File: config.mk
export PLATFORM = sky130hd
export DESIGN_NAME = superio_config_register_port
export DESIGN_NICKNAME = d
export VERILOG_FILES = /design/src/sv/sio_pkg.sv /design/src/sv/superio_config_register_port.sv /design/src/sv/sio_in_reg.sv /design/src/sv/sio_ctrl.sv /design/src/sv/sio_regfile.sv /design/src/sv/sio_out_reg.sv
export SDC_FILE = /design/constraint.sdc
export NUM_CORES = 1
export LEC_CHECK = 0
export BUFFER_PORTS_ARGS = -buffer_cell sky130_fd_sc_hd__buf_2
export CAP_MARGIN = 20
export CORE_AREA = 5 5 276 197
export CTS_CLUSTER_SIZE = 24
export DETAILED_ROUTE_END_ITERATION = 8
export DIE_AREA = 0 0 281 202
export PLACE_DENSITY = 0.5
export SLEW_MARGIN = 10
export SYNTH_ARGS = -nofsm -noshare
export SYNTH_HDL_FRONTEND = slang
export SYNTH_SLANG_ARGS = --single-unit
File: constraint.sdc
create_clock -name clk -period 5.5 [get_ports clk]
set_clock_uncertainty 0.2 [all_clocks]
set_input_delay 0.55 -clock clk [delete_from_list [all_inputs] [get_ports clk]]
set_output_delay 0.55 -clock clk [all_outputs]
set_load 0.005 [all_outputs]
File: src/sv/sio_pkg.sv
// shared types, codes and register tables of the super i/o configuration port
package sio_pkg;

  localparam logic       FUNC_WRITE = 1'b1;
  localparam logic       PORT_DATA  = 1'b1;
  localparam logic [7:0] KEY_ENTER  = 8'h55;
  localparam logic [7:0] KEY_EXIT   = 8'hAA;
  localparam logic [7:0] LOW_LIMIT  = 8'h0F;
  localparam logic [7:0] REG_LOCK   = 8'h01;
  localparam logic [7:0] BYTE_FF    = 8'hFF;

  typedef struct packed {
    logic       func;
    logic       data_port;
    logic [7:0] write_data;
  } sio_req_t;

  typedef struct packed {
    logic [7:0] read_data;
    logic       config_mode;
  } sio_rsp_t;

  typedef struct packed {
    logic       we;
    logic [7:0] wdata;
    logic [7:0] sel;
    logic [7:0] sel_next;
  } sio_rf_req_t;

  // bits of the old value that survive a write
  function automatic logic [7:0] keep_bits(input logic [7:0] idx);
    logic [7:0] r;
    case (idx)
      8'h00:   r = 8'h74;
      8'h01:   r = 8'h73;
      8'h02:   r = 8'h77;
      8'h03:   r = 8'h08;
      8'h05:   r = 8'h83;
      8'h07:   r = 8'h06;
      8'h08:   r = 8'h0F;
      8'h09:   r = 8'h38;
      8'h0A:   r = 8'hF0;
      8'h0D:   r = 8'hFF;
      8'h0E:   r = 8'hFF;
      8'h10:   r = 8'h07;
      8'h11:   r = 8'hFC;
      8'h22:   r = 8'h03;
      default: r = 8'h00;
    endcase
    return r;
  endfunction

  // bits taken from the written byte
  function automatic logic [7:0] take_bits(input logic [7:0] idx);
    logic [7:0] r;
    case (idx)
      8'h00:   r = 8'h8B;
      8'h01:   r = 8'h8C;
      8'h02:   r = 8'h88;
      8'h03:   r = 8'hF7;
      8'h04:   r = 8'hFF;
      8'h05:   r = 8'h7C;
      8'h06:   r = 8'hFF;
      8'h07:   r = 8'hF9;
      8'h08:   r = 8'hF0;
      8'h09:   r = 8'hC7;
      8'h0A:   r = 8'h0F;
      8'h0B,
      8'h0C,
      8'h0F:   r = 8'hFF;
      8'h10:   r = 8'hF8;
      8'h11:   r = 8'h03;
      8'h12, 8'h13, 8'h14, 8'h15, 8'h16, 8'h17, 8'h18, 8'h19,
      8'h1A, 8'h1B, 8'h1C, 8'h1D, 8'h1E, 8'h1F,
      8'h23, 8'h26, 8'h27, 8'h28: r = 8'hFF;
      8'h20, 8'h21, 8'h22: r = 8'hFC;
      8'h24, 8'h25: r = 8'hFE;
      8'h29:   r = 8'h0F;
      default: r = 8'h00;
    endcase
    return r;
  endfunction

  // chip defaults
  function automatic logic [7:0] reset_val(input logic [7:0] idx);
    logic [7:0] r;
    case (idx)
      8'h00:   r = 8'h28;
      8'h01:   r = 8'h9C;
      8'h02:   r = 8'h88;
      8'h03:   r = 8'h78;
      8'h06:   r = 8'hFF;
      8'h0D:   r = 8'h03;
      8'h0E:   r = 8'h02;
      8'h1E:   r = 8'h3C;
      8'h20:   r = 8'h3C;
      8'h21:   r = 8'h3C;
      8'h22:   r = 8'h3D;
      default: r = 8'h00;
    endcase
    return r;
  endfunction

endpackage

File: src/sv/superio_config_register_port.sv
// pipeline: 2 register stages, input register then result register; an accepted access beat
// moves into the result register once that is free, and its response is valid from there
// throughput: one access per cycle while rsp_ready does not stall the result register
// reset: synchronous, active high; mode, key, lock and index clear at once,
// the register file reads chip defaults through per-entry valid bits, no clearing pass
module superio_config_register_port #(
  parameter int NUM_REGS = 42
) (
  input  logic              clk,
  input  logic              rst,
  input  logic              req_valid,
  output logic              req_ready,
  input  sio_pkg::sio_req_t req,
  output logic              rsp_valid,
  input  logic              rsp_ready,
  output sio_pkg::sio_rsp_t rsp
);
  import sio_pkg::*;

  logic        beat_valid, out_free, fire;
  sio_req_t    beat;
  sio_rsp_t    rsp_next;
  sio_rf_req_t rf_req;
  logic [7:0]  cur;

  assign fire = beat_valid && out_free;

  sio_in_reg u_in (
    .clk        (clk),
    .rst        (rst),
    .req_valid  (req_valid),
    .req_ready  (req_ready),
    .req        (req),
    .fire       (fire),
    .beat_valid (beat_valid),
    .beat       (beat)
  );

  sio_ctrl #(.NUM_REGS(NUM_REGS)) u_ctrl (
    .clk      (clk),
    .rst      (rst),
    .fire     (fire),
    .beat     (beat),
    .cur      (cur),
    .rsp_next (rsp_next),
    .rf_req   (rf_req)
  );

  sio_regfile #(.NUM_REGS(NUM_REGS)) u_rf (
    .clk    (clk),
    .rst    (rst),
    .rf_req (rf_req),
    .cur    (cur)
  );

  sio_out_reg u_out (
    .clk       (clk),
    .rst       (rst),
    .fire      (fire),
    .rsp_next  (rsp_next),
    .out_free  (out_free),
    .rsp_valid (rsp_valid),
    .rsp_ready (rsp_ready),
    .rsp       (rsp)
  );

endmodule

File: src/sv/sio_in_reg.sv
// input register for access beats
module sio_in_reg (
  input  logic            clk,
  input  logic            rst,
  input  logic            req_valid,
  output logic            req_ready,
  input  sio_pkg::sio_req_t req,
  input  logic            fire,
  output logic            beat_valid,
  output sio_pkg::sio_req_t beat
);
  import sio_pkg::*;

  assign req_ready = !beat_valid || fire;

  always_ff @(posedge clk) begin
    if (rst) begin
      beat_valid <= 1'b0;
    end else if (req_ready) begin
      beat_valid <= req_valid;
    end
  end

  always_ff @(posedge clk) begin
    if (req_valid && req_ready) begin
      beat <= req;
    end
  end

endmodule

File: src/sv/sio_ctrl.sv
// key sequence, index select, lock and read decode
module sio_ctrl #(
  parameter int NUM_REGS = 42
) (
  input  logic               clk,
  input  logic               rst,
  input  logic               fire,
  input  sio_pkg::sio_req_t  beat,
  input  logic [7:0]         cur,
  output sio_pkg::sio_rsp_t  rsp_next,
  output sio_pkg::sio_rf_req_t rf_req
);
  import sio_pkg::*;

  localparam logic [7:0] LIMIT = 8'(NUM_REGS);

  logic       unlocked, unlocked_next;
  logic       key_count, key_count_next;
  logic       prot, prot_next;
  logic [7:0] sel, sel_next;
  logic       blocked, present, we;
  logic [7:0] rd;

  always_comb begin
    unlocked_next  = unlocked;
    key_count_next = key_count;
    prot_next      = prot;
    sel_next       = sel;
    we             = 1'b0;
    rd             = 8'h00;
    blocked        = prot && (sel <= LOW_LIMIT);
    present        = sel < LIMIT;
    if (fire) begin
      if (beat.func == FUNC_WRITE) begin
        if (beat.data_port == PORT_DATA) begin
          if (unlocked && !blocked && present) begin
            we = 1'b1;
            if (sel == REG_LOCK) begin
              prot_next = !beat.write_data[7];
            end
          end
        end else if (beat.write_data == KEY_ENTER && !unlocked) begin
          // second key in a row opens the mode
          key_count_next = !key_count;
          if (key_count) begin
            unlocked_next = 1'b1;
          end
        end else if (unlocked) begin
          if (beat.write_data == KEY_EXIT) begin
            unlocked_next = 1'b0;
          end else begin
            sel_next = beat.write_data;
          end
        end else begin
          key_count_next = 1'b0;
        end
      end else begin
        if (!unlocked) begin
          rd = BYTE_FF;
        end else if (beat.data_port != PORT_DATA) begin
          rd = sel;
        end else if (blocked) begin
          rd = BYTE_FF;
        end else if (!present) begin
          rd = 8'h00;
        end else begin
          rd = cur;
        end
      end
    end
  end

  assign rsp_next.read_data   = rd;
  assign rsp_next.config_mode = unlocked_next;

  assign rf_req.we       = we;
  assign rf_req.wdata    = (cur & keep_bits(sel)) | (beat.write_data & take_bits(sel));
  assign rf_req.sel      = sel;
  assign rf_req.sel_next = sel_next;

  always_ff @(posedge clk) begin
    if (rst) begin
      unlocked  <= 1'b0;
      key_count <= 1'b0;
      prot      <= 1'b0;
      sel       <= 8'h00;
    end else begin
      unlocked  <= unlocked_next;
      key_count <= key_count_next;
      prot      <= prot_next;
      sel       <= sel_next;
    end
  end

endmodule

File: src/sv/sio_regfile.sv
// configuration register file with per-entry valid bits and a current-entry register
module sio_regfile #(
  parameter int NUM_REGS = 42
) (
  input  logic                 clk,
  input  logic                 rst,
  input  sio_pkg::sio_rf_req_t rf_req,
  output logic [7:0]           cur
);
  import sio_pkg::*;

  localparam int         AW    = $clog2(NUM_REGS);
  localparam logic [7:0] LIMIT = 8'(NUM_REGS);

  logic [7:0]          mem [NUM_REGS];
  logic [NUM_REGS-1:0] valid;
  logic [AW-1:0]       wr_addr, rd_addr;
  logic                rd_present;

  assign wr_addr    = rf_req.sel[AW-1:0];
  assign rd_addr    = rf_req.sel_next[AW-1:0];
  assign rd_present = rf_req.sel_next < LIMIT;

  always_ff @(posedge clk) begin
    if (rf_req.we) begin
      mem[wr_addr] <= rf_req.wdata;
    end
  end

  always_ff @(posedge clk) begin
    if (rst) begin
      valid <= '0;
    end else if (rf_req.we) begin
      valid[wr_addr] <= 1'b1;
    end
  end

  // cur holds the entry that the selected index points at, or zero for an index past the table
  always_ff @(posedge clk) begin
    if (rst) begin
      cur <= reset_val(8'h00);
    end else if (rf_req.we) begin
      cur <= rf_req.wdata;
    end else if (!rd_present) begin
      cur <= 8'h00;
    end else if (valid[rd_addr]) begin
      cur <= mem[rd_addr];
    end else begin
      cur <= reset_val(rf_req.sel_next);
    end
  end

endmodule

File: src/sv/sio_out_reg.sv
// result register for response beats
module sio_out_reg (
  input  logic              clk,
  input  logic              rst,
  input  logic              fire,
  input  sio_pkg::sio_rsp_t rsp_next,
  output logic              out_free,
  output logic              rsp_valid,
  input  logic              rsp_ready,
  output sio_pkg::sio_rsp_t rsp
);
  import sio_pkg::*;

  assign out_free = !rsp_valid || rsp_ready;

  always_ff @(posedge clk) begin
    if (rst) begin
      rsp_valid <= 1'b0;
    end else if (out_free) begin
      rsp_valid <= fire;
    end
  end

  always_ff @(posedge clk) begin
    if (fire) begin
      rsp <= rsp_next;
    end
  end

endmodule

==> results of run 1 <==
## Yosys cell counts (19+ instances only)
| master | count |
|---|---|
| clkbuf_1 | 52 |
| a31oi_1 | 42 |
| buf_2 | 23 |
| a211oi_1 | 21 |
| a21oi_1 | 51 |
| o21ai_0 | 48 |
| nor3_1 | 19 |
| edfxtp_1 | 355 |
| nand3_1 | 36 |
| o221ai_1 | 21 |
| nor2_1 | 175 |
| and3_1 | 32 |
| nand2_1 | 212 |
| dfxtp_1 | 77 |
## layer usage
| metal | vias up | track usage, % | routed length (um) |
|---|---|---|---|
| li1 | 5500 | - | - |
| met1 | 6501 | 32.3 | 28100 |
| met2 | 645 | 28.1 | 24700 |
| met3 | 83 | 7.27 | 6780 |
| met4 | 0 | 3.69 | 1090 |
| met5 | - | 0 | 0 |
## worst max-delay path: stages (launching register included)
cell       delay (ns)
edfxtp_1         0.53
nand2b_1         0.23
or3_1            0.67
o21ai_1          0.61
nand2_1          0.60
nor2_1           0.34
a32oi_1          0.15
nor4bb_1         0.20
a221oi_2         0.70
a2111oi_0        0.18
a311o_1          0.37
## cell families (layout without fill, tap and decap cells)
family | Yosys count | in the layout
fa+ha+maj | 8 | 8
xor+xnor | 3 | 3
flops | 432 | 432
other cells | 0 | 1
simple gates | 539 | 539
buf+inv | 108 | 178
compound gates | 313 | 313
mux | 26 | 26
## layout make-up
cell class	instances	area, sq um
flip-flops and latches	432	12200
well taps	684	856
repair buffers	86	697
clock inverters	20	125
fillers	4949	31200
clock buffers	56	1160
diodes	1	2.50
multi-input cells	889	5260
inverters	16	60.1
## stage by stage
stage | setup slack (ns) | power [W] | instance area [sq um]
6_report | 0.580 | 0.00640 | 20400
5_1_grt | 0.469 | 0.00659 | 20400
2_1_floorplan | 1.47 | 0.00363 | 17800
3_5_place_dp | 0.736 | 0.00368 | 18900
4_1_cts | 0.820 | 0.00642 | 20300
3_3_place_gp | 0.771 | 0.00367 | 18900
## repair_timing
action,in CTS,in global routing
hold endpoints to repair,10,0
endpoints found under the setup margin,0,0
hold buffers,10,0
## power by group
group | total (W) | switching (W) | internal, W
Sequential | 0.00353 | 0.0000104 | 0.00352
Clock | 0.00278 | 0.00125 | 0.00153
Combinational | 0.0000824 | 0.0000569 | 0.0000256
## layout by cell type, fill, tap and decap left out, types with 7 or more instances in the layout
master,netlist,layout
nor2_4,1,11
o221ai_1,21,21
o21ai_0,48,48
edfxtp_1,355,355
nand4_1,15,15
nand2b_1,7,7
nor3_1,19,19
o22ai_1,14,12
a21o_1,11,11
nand2_1,212,211
a211oi_1,21,21
a21oi_1,51,51
clkbuf_16,0,43
a31oi_1,42,42
buf_2,23,24
or3_1,8,8
clkbuf_1,52,9
nor4_1,10,10
a22oi_1,14,14
nor2_1,175,165
a211o_1,9,9
mux4_2,14,14
inv_1,13,13
mux2i_1,12,12
a2111oi_0,8,8
dfxtp_1,77,77
dlygate4sd3_1,0,10
buf_4,3,45
and3_1,32,32
clkinv_1,3,12
nand3_1,36,36
ha_1,8,8
## sequential cells by signal, indices dropped and copies added, names as in the netlist, 8 cells and up, named ones only
name        flops
u_ctrl.sel      8
u_in.beat      10
u_out.rsp       9
u_rf.cur        8
u_rf.mem      336
u_rf.valid     42
## worst paths after layout
path | start | to | slack (ns) | cells after the start
setup / recovery | u_in.beat[8] | u_rf.cur[1] | 0.58 | 10
hold / removal | req_valid | u_in.beat_valid | 0.04 | 3
setup reg to reg | u_in.beat[8] | u_rf.cur[1] | 0.58 | 10
hold reg to reg | u_rf.valid[22] | u_rf.valid[22] | 0.27 | 2
==> metrics, run 1 <==
Hold Vio Cnt, Final=0; vias in the first global route=about 12000; Fmax=~0.20 GHz; mux cell area share after synthesis=2.45%; sequential fraction of the synthesis area=slightly below 70%; CTS tree=done; pwr dens=around 310 nW/um^2; RSZ-0062 raised after global routing=no; Synth Area in Adders=less than 1%; DR pass1 iterations=5; FF+latch count, synth=around 430; largest family of logic cells by synthesized area=simple AND/OR/NAND/NOR gates; fraction of registers with async set or reset after synthesis=0%; Peak VDD IR=0.000247 V; register clock-pin slew on the reported worst setup and hold paths=roughly 0.060 ns; antenna viol nets, final=0; Layout Utilization=around two fifths; global route overflow=0; Worst-Margin Slew=roughly 1.2 ns; Post-Syn Area=roughly 18000 sq um; critical path required time=roughly 5.7 ns; XOR/XNOR share of the synthesized area=less than 1%; Mapped Cells=1429; post-synth net total=between 1000 and 1500; post-layout minimum cycle time=4.92 ns; drt wl/cell=~28 um; Post-Layout Cell Count=~2200; Yosys cell types=72; via count=about 13000; top-area cell type share of the netlist area=59.9%; Compound-Gate Fraction of Synth Area=between 10 and 15%; Synth Area in Simple Gates=a little over an eighth; share of post-route cells with drive strength above 1=between 10% and 20%; CP startpoint kind=register; final setup vio count=0; antenna violations before repair=1; Die Y=between 200 and 250 um; relative slew slack=around 22%; DR vias/cell=just under 6; Post-Place Cells=2093; Post-CTS Resized=0; RD Place Congestion=0.913; Slew Limit Fails=0; Setup CP Type=register to register; die area=about 57000 sq um; Clock Latency Late Sink=roughly 0.56 ns; Worst Path Arrival=5.15 ns; Min-Delay Path Class=primary input to register; CP endpoint kind=register; Synth area leader=edfxtp_1; Yosys warning count=0; status=finished, final reports clean; Port Buffers=24; Max Root-Sink Buffers=3; top post-synthesis cells by area=edfxtp_1 (60%), dfxtp_1 (8.7%), nand2_1 (4.5%), nor2_1 (3.7%), mux4_2 (1.8%); crit-path max FO=15; CTS Sinks=about 430; die span in x=roughly 280 um; DRT iter0 DRCs=1738; final period utilization=89.5%; P&R area growth vs syn=14.4%; P_leak=~6.8 nW; GRT Total Usage=20.8%; DP Wirelength=roughly 40000 um; root buf cell=clkbuf_16; ys flop type=edfxtp_1; Hold Slack=between 0.03 and 0.04 ns; H-Tree Depth=2; pin count of the biggest net entering global routing=between 60 and 70; core area=about 52000 sq um; Max Cap Viol=0; setup bufs post-CTS=0; syn_area_per_cell=around 12 sq um; Starting Density=34.5%; setup TNS=0 ns; Post-synth EDFFs=~360; TritonCTS Buffers=a little over 40; nets=1488; WL final=between 60000 and 70000 um; first-pass GRT wire length=roughly 87000 um; Rows=70; # DRC=0; IO Pins=25
Note: power is estimated with default switching activity, not from simulation.
==> run 2, diff against run 1 <==
- CORE_AREA: 5 5 276 197 -> 5 5 212 153
- DIE_AREA: 0 0 281 202 -> 0 0 217 158
- PLACE_DENSITY: 0.5 -> 0.77
==> metrics, run 2 (same netlist as run 1, synthesis figures left out) <==
status=finished, final reports clean (unchanged); drt wl/cell=29.5 um (was 27.8 um); Crit path largest cell delay=0.66 ns (was 0.70 ns); relative slew slack=17.7% (was 22.2%); Worst-Margin Slew=1.23 ns (was 1.16 ns); global route overflow=0 (unchanged); Peak VDD IR=0.000360 V (was 0.000247 V); Die Y=158 um (was 202 um); P_leak=6.87 nW (was 6.84 nW); DR vias/cell=6.89 (was 5.83); Largest register FFs=336 (unchanged); DRT iter0 DRCs=2221 (was 1738); Inserted Diodes=0 (was 1); Min-Delay Path Class=primary input to register (unchanged); Hold Slack=0.0662 ns (was 0.0399 ns); RSZ-0062 raised after global routing=no (unchanged); Max Cap Viol=0 (unchanged); post-layout minimum cycle time=4.54 ns (was 4.92 ns); IO Pins=25 (unchanged); share of post-route cells with drive strength above 1=12.8% (was 12.3%); DP Wirelength=36200 um (was 40100 um); setup bufs post-CTS=0 (unchanged); Max Root-Sink Buffers=3 (unchanged); hold path start=req_valid (unchanged); final setup vio count=0 (unchanged); first-pass GRT wire length=81300 um (was 86900 um); commonest non-fill, non-tap cells in the layout=edfxtp_1 (355), nand2_1 (211), nor2_1 (165), dfxtp_1 (77), a21oi_1 (51) (unchanged); crit-path max FO=15 (unchanged); Top Registers=u_rf.mem: 336 flops, u_rf.valid: 42 flops, u_in.beat: 10 flops (unchanged); Slew Limit Fails=0 (unchanged); DR pass1 iterations=6 (was 5); vias in the first global route=12400 (was 11900); Clock Latency Late Sink=0.55 ns (was 0.56 ns); fillers=2192 (was 4949); setup TNS=0 ns (unchanged); Worst Path Arrival=4.77 ns (was 5.15 ns); Setup CP Type=register to register (unchanged); CP startpoint kind=register (unchanged); most flop-heavy register=u_rf.mem (unchanged); CP endpoint kind=register (unchanged); final period utilization=82.5% (was 89.5%); Hold Vio Cnt, Final=0 (unchanged); Post-Place Cell Area=18600 sq um (was 18900 sq um); core area=30300 sq um (was 51600 sq um); critical path's slowest cell=or3_1 (was a221oi_2); via count=13000 (was 12700); most common cell after layout, fill and taps aside=edfxtp_1 (unchanged); die area=34300 sq um (was 56800 sq um); # DRC=0 (unchanged); register clock-pin slew on the reported worst setup and hold paths=0.06 ns (about the same); Post-CTS Resized=0 (unchanged); WL final=55700 um (was 60700 um); root buf cell=clkbuf_16 (unchanged); fin area=20000 sq um (was 20400 sq um); nets=1491 (was 1488); CTS tree=done (unchanged); CTS Sinks=432 (unchanged); RD Place Congestion=1.01 (was 0.913); worst reg2reg startpoint=u_in.beat[8] (unchanged); antenna viol nets, final=0 (unchanged); H-Tree Depth=2 (unchanged); antenna violations before repair=0 (was 1); pwr dens=320 nW/um^2 (was 314 nW/um^2); critical path launch point=u_in.beat[8] (unchanged); Port Buffers=24 (unchanged); Starting Density=58.7% (was 34.5%); die span in x=217 um (was 281 um); total power=0.00640 W (about the same); hold buffers post-CTS=10 (unchanged); TritonCTS Buffers=40 (was 41); worst-path cell chain=nand2b_1 > or3_1 > nor2_2 > a32oi_2 > buf_4 > o221ai_1 > a31oi_1 > or3_1 > a221oi_2 > buf_4 > nor4_1 > a211o_1 (was nand2b_1 > or3_1 > o21ai_1 > nand2_1 > nor2_1 > a32oi_1 > nor4bb_1 > a221oi_2 > a2111oi_0 > a311o_1); P&R area growth vs syn=12.3% (was 14.4%); Fmax=0.220 GHz (was 0.203 GHz); Rows=54 (was 70); GRT Total Usage=32.0% (was 20.8%); pin count of the biggest net entering global routing=61 (was 64); critical path required time=5.73 ns (about the same)
[run 2: cell count changes in the layout (fill, tap and decap cells not counted), sizes merged]
cell | before | now
diode | 1 | 0
clkinvlp | 3 | 1
clkbuf | 56 | 54
clkinv | 18 | 14
inv | 14 | 16
bufinv | 1 | 3
buf | 76 | 80
[run 2: critical path, delay by kind of cell (launching register included)]
family	cells	cell delay, ns
and+or+nand+nor	5	1.88
AOI/OAI and AO/OA	5	1.25
buffers and inverters	2	0.55
DFF	1	0.54
[run 2: final timing paths]
path	endpoint	slack, ns	cells past startpoint
setup / recovery	u_rf.cur[2]	0.96	12
hold / removal	u_in.beat_valid	0.07	3
setup reg to reg	u_rf.cur[2]	0.96	12
hold reg to reg	u_rf.valid[6]	0.27	2
[run 2: area by class of cell]
| class | count | area [sq um] | share of cell area, % |
|---|---|---|---|
| clock buffer | 54 | 1140 | 5.68 |
| clock inverter | 18 | 178 | 0.889 |
| inverter | 16 | 60.1 | 0.300 |
| multi-input combinational | 889 | 5220 | 26.1 |
| sequential | 432 | 12200 | 61.0 |
| tap | 392 | 490 | 2.45 |
| timing repair buffer | 90 | 706 | 3.53 |
[run 2: layer usage]
layer / global-route usage (%) / wire [um] / vias to the layer above / share of wire [%]
li1: - / - / 5498 / -
met1: 48.0 / 22200 / 6442 / 40
met2: 45.9 / 23900 / 944 / 43
met5: 0 / 0 / - / 0
met4: 8.57 / 1520 / 0 / 2.7
met3: 10.0 / 8090 / 138 / 15
[run 2: power by group]
group          leakage [nW]   total, W  internal [W]  switching, W
Combinational          2.34  0.0000733     0.0000214     0.0000519
Sequential             3.87    0.00353       0.00352     0.0000125
Clock                 0.650    0.00280       0.00160       0.00120
[run 2: per-stage QoR]
step,instances,setup slack [ns],utilization (%)
6_report,1891,0.962,65.9
5_1_grt,1891,0.809,65.9
4_1_cts,1890,1.16,65.9
3_5_place_dp,1808,1.04,61.2
3_3_place_gp,1806,1.08,61.1
2_1_floorplan,1429,1.47,-
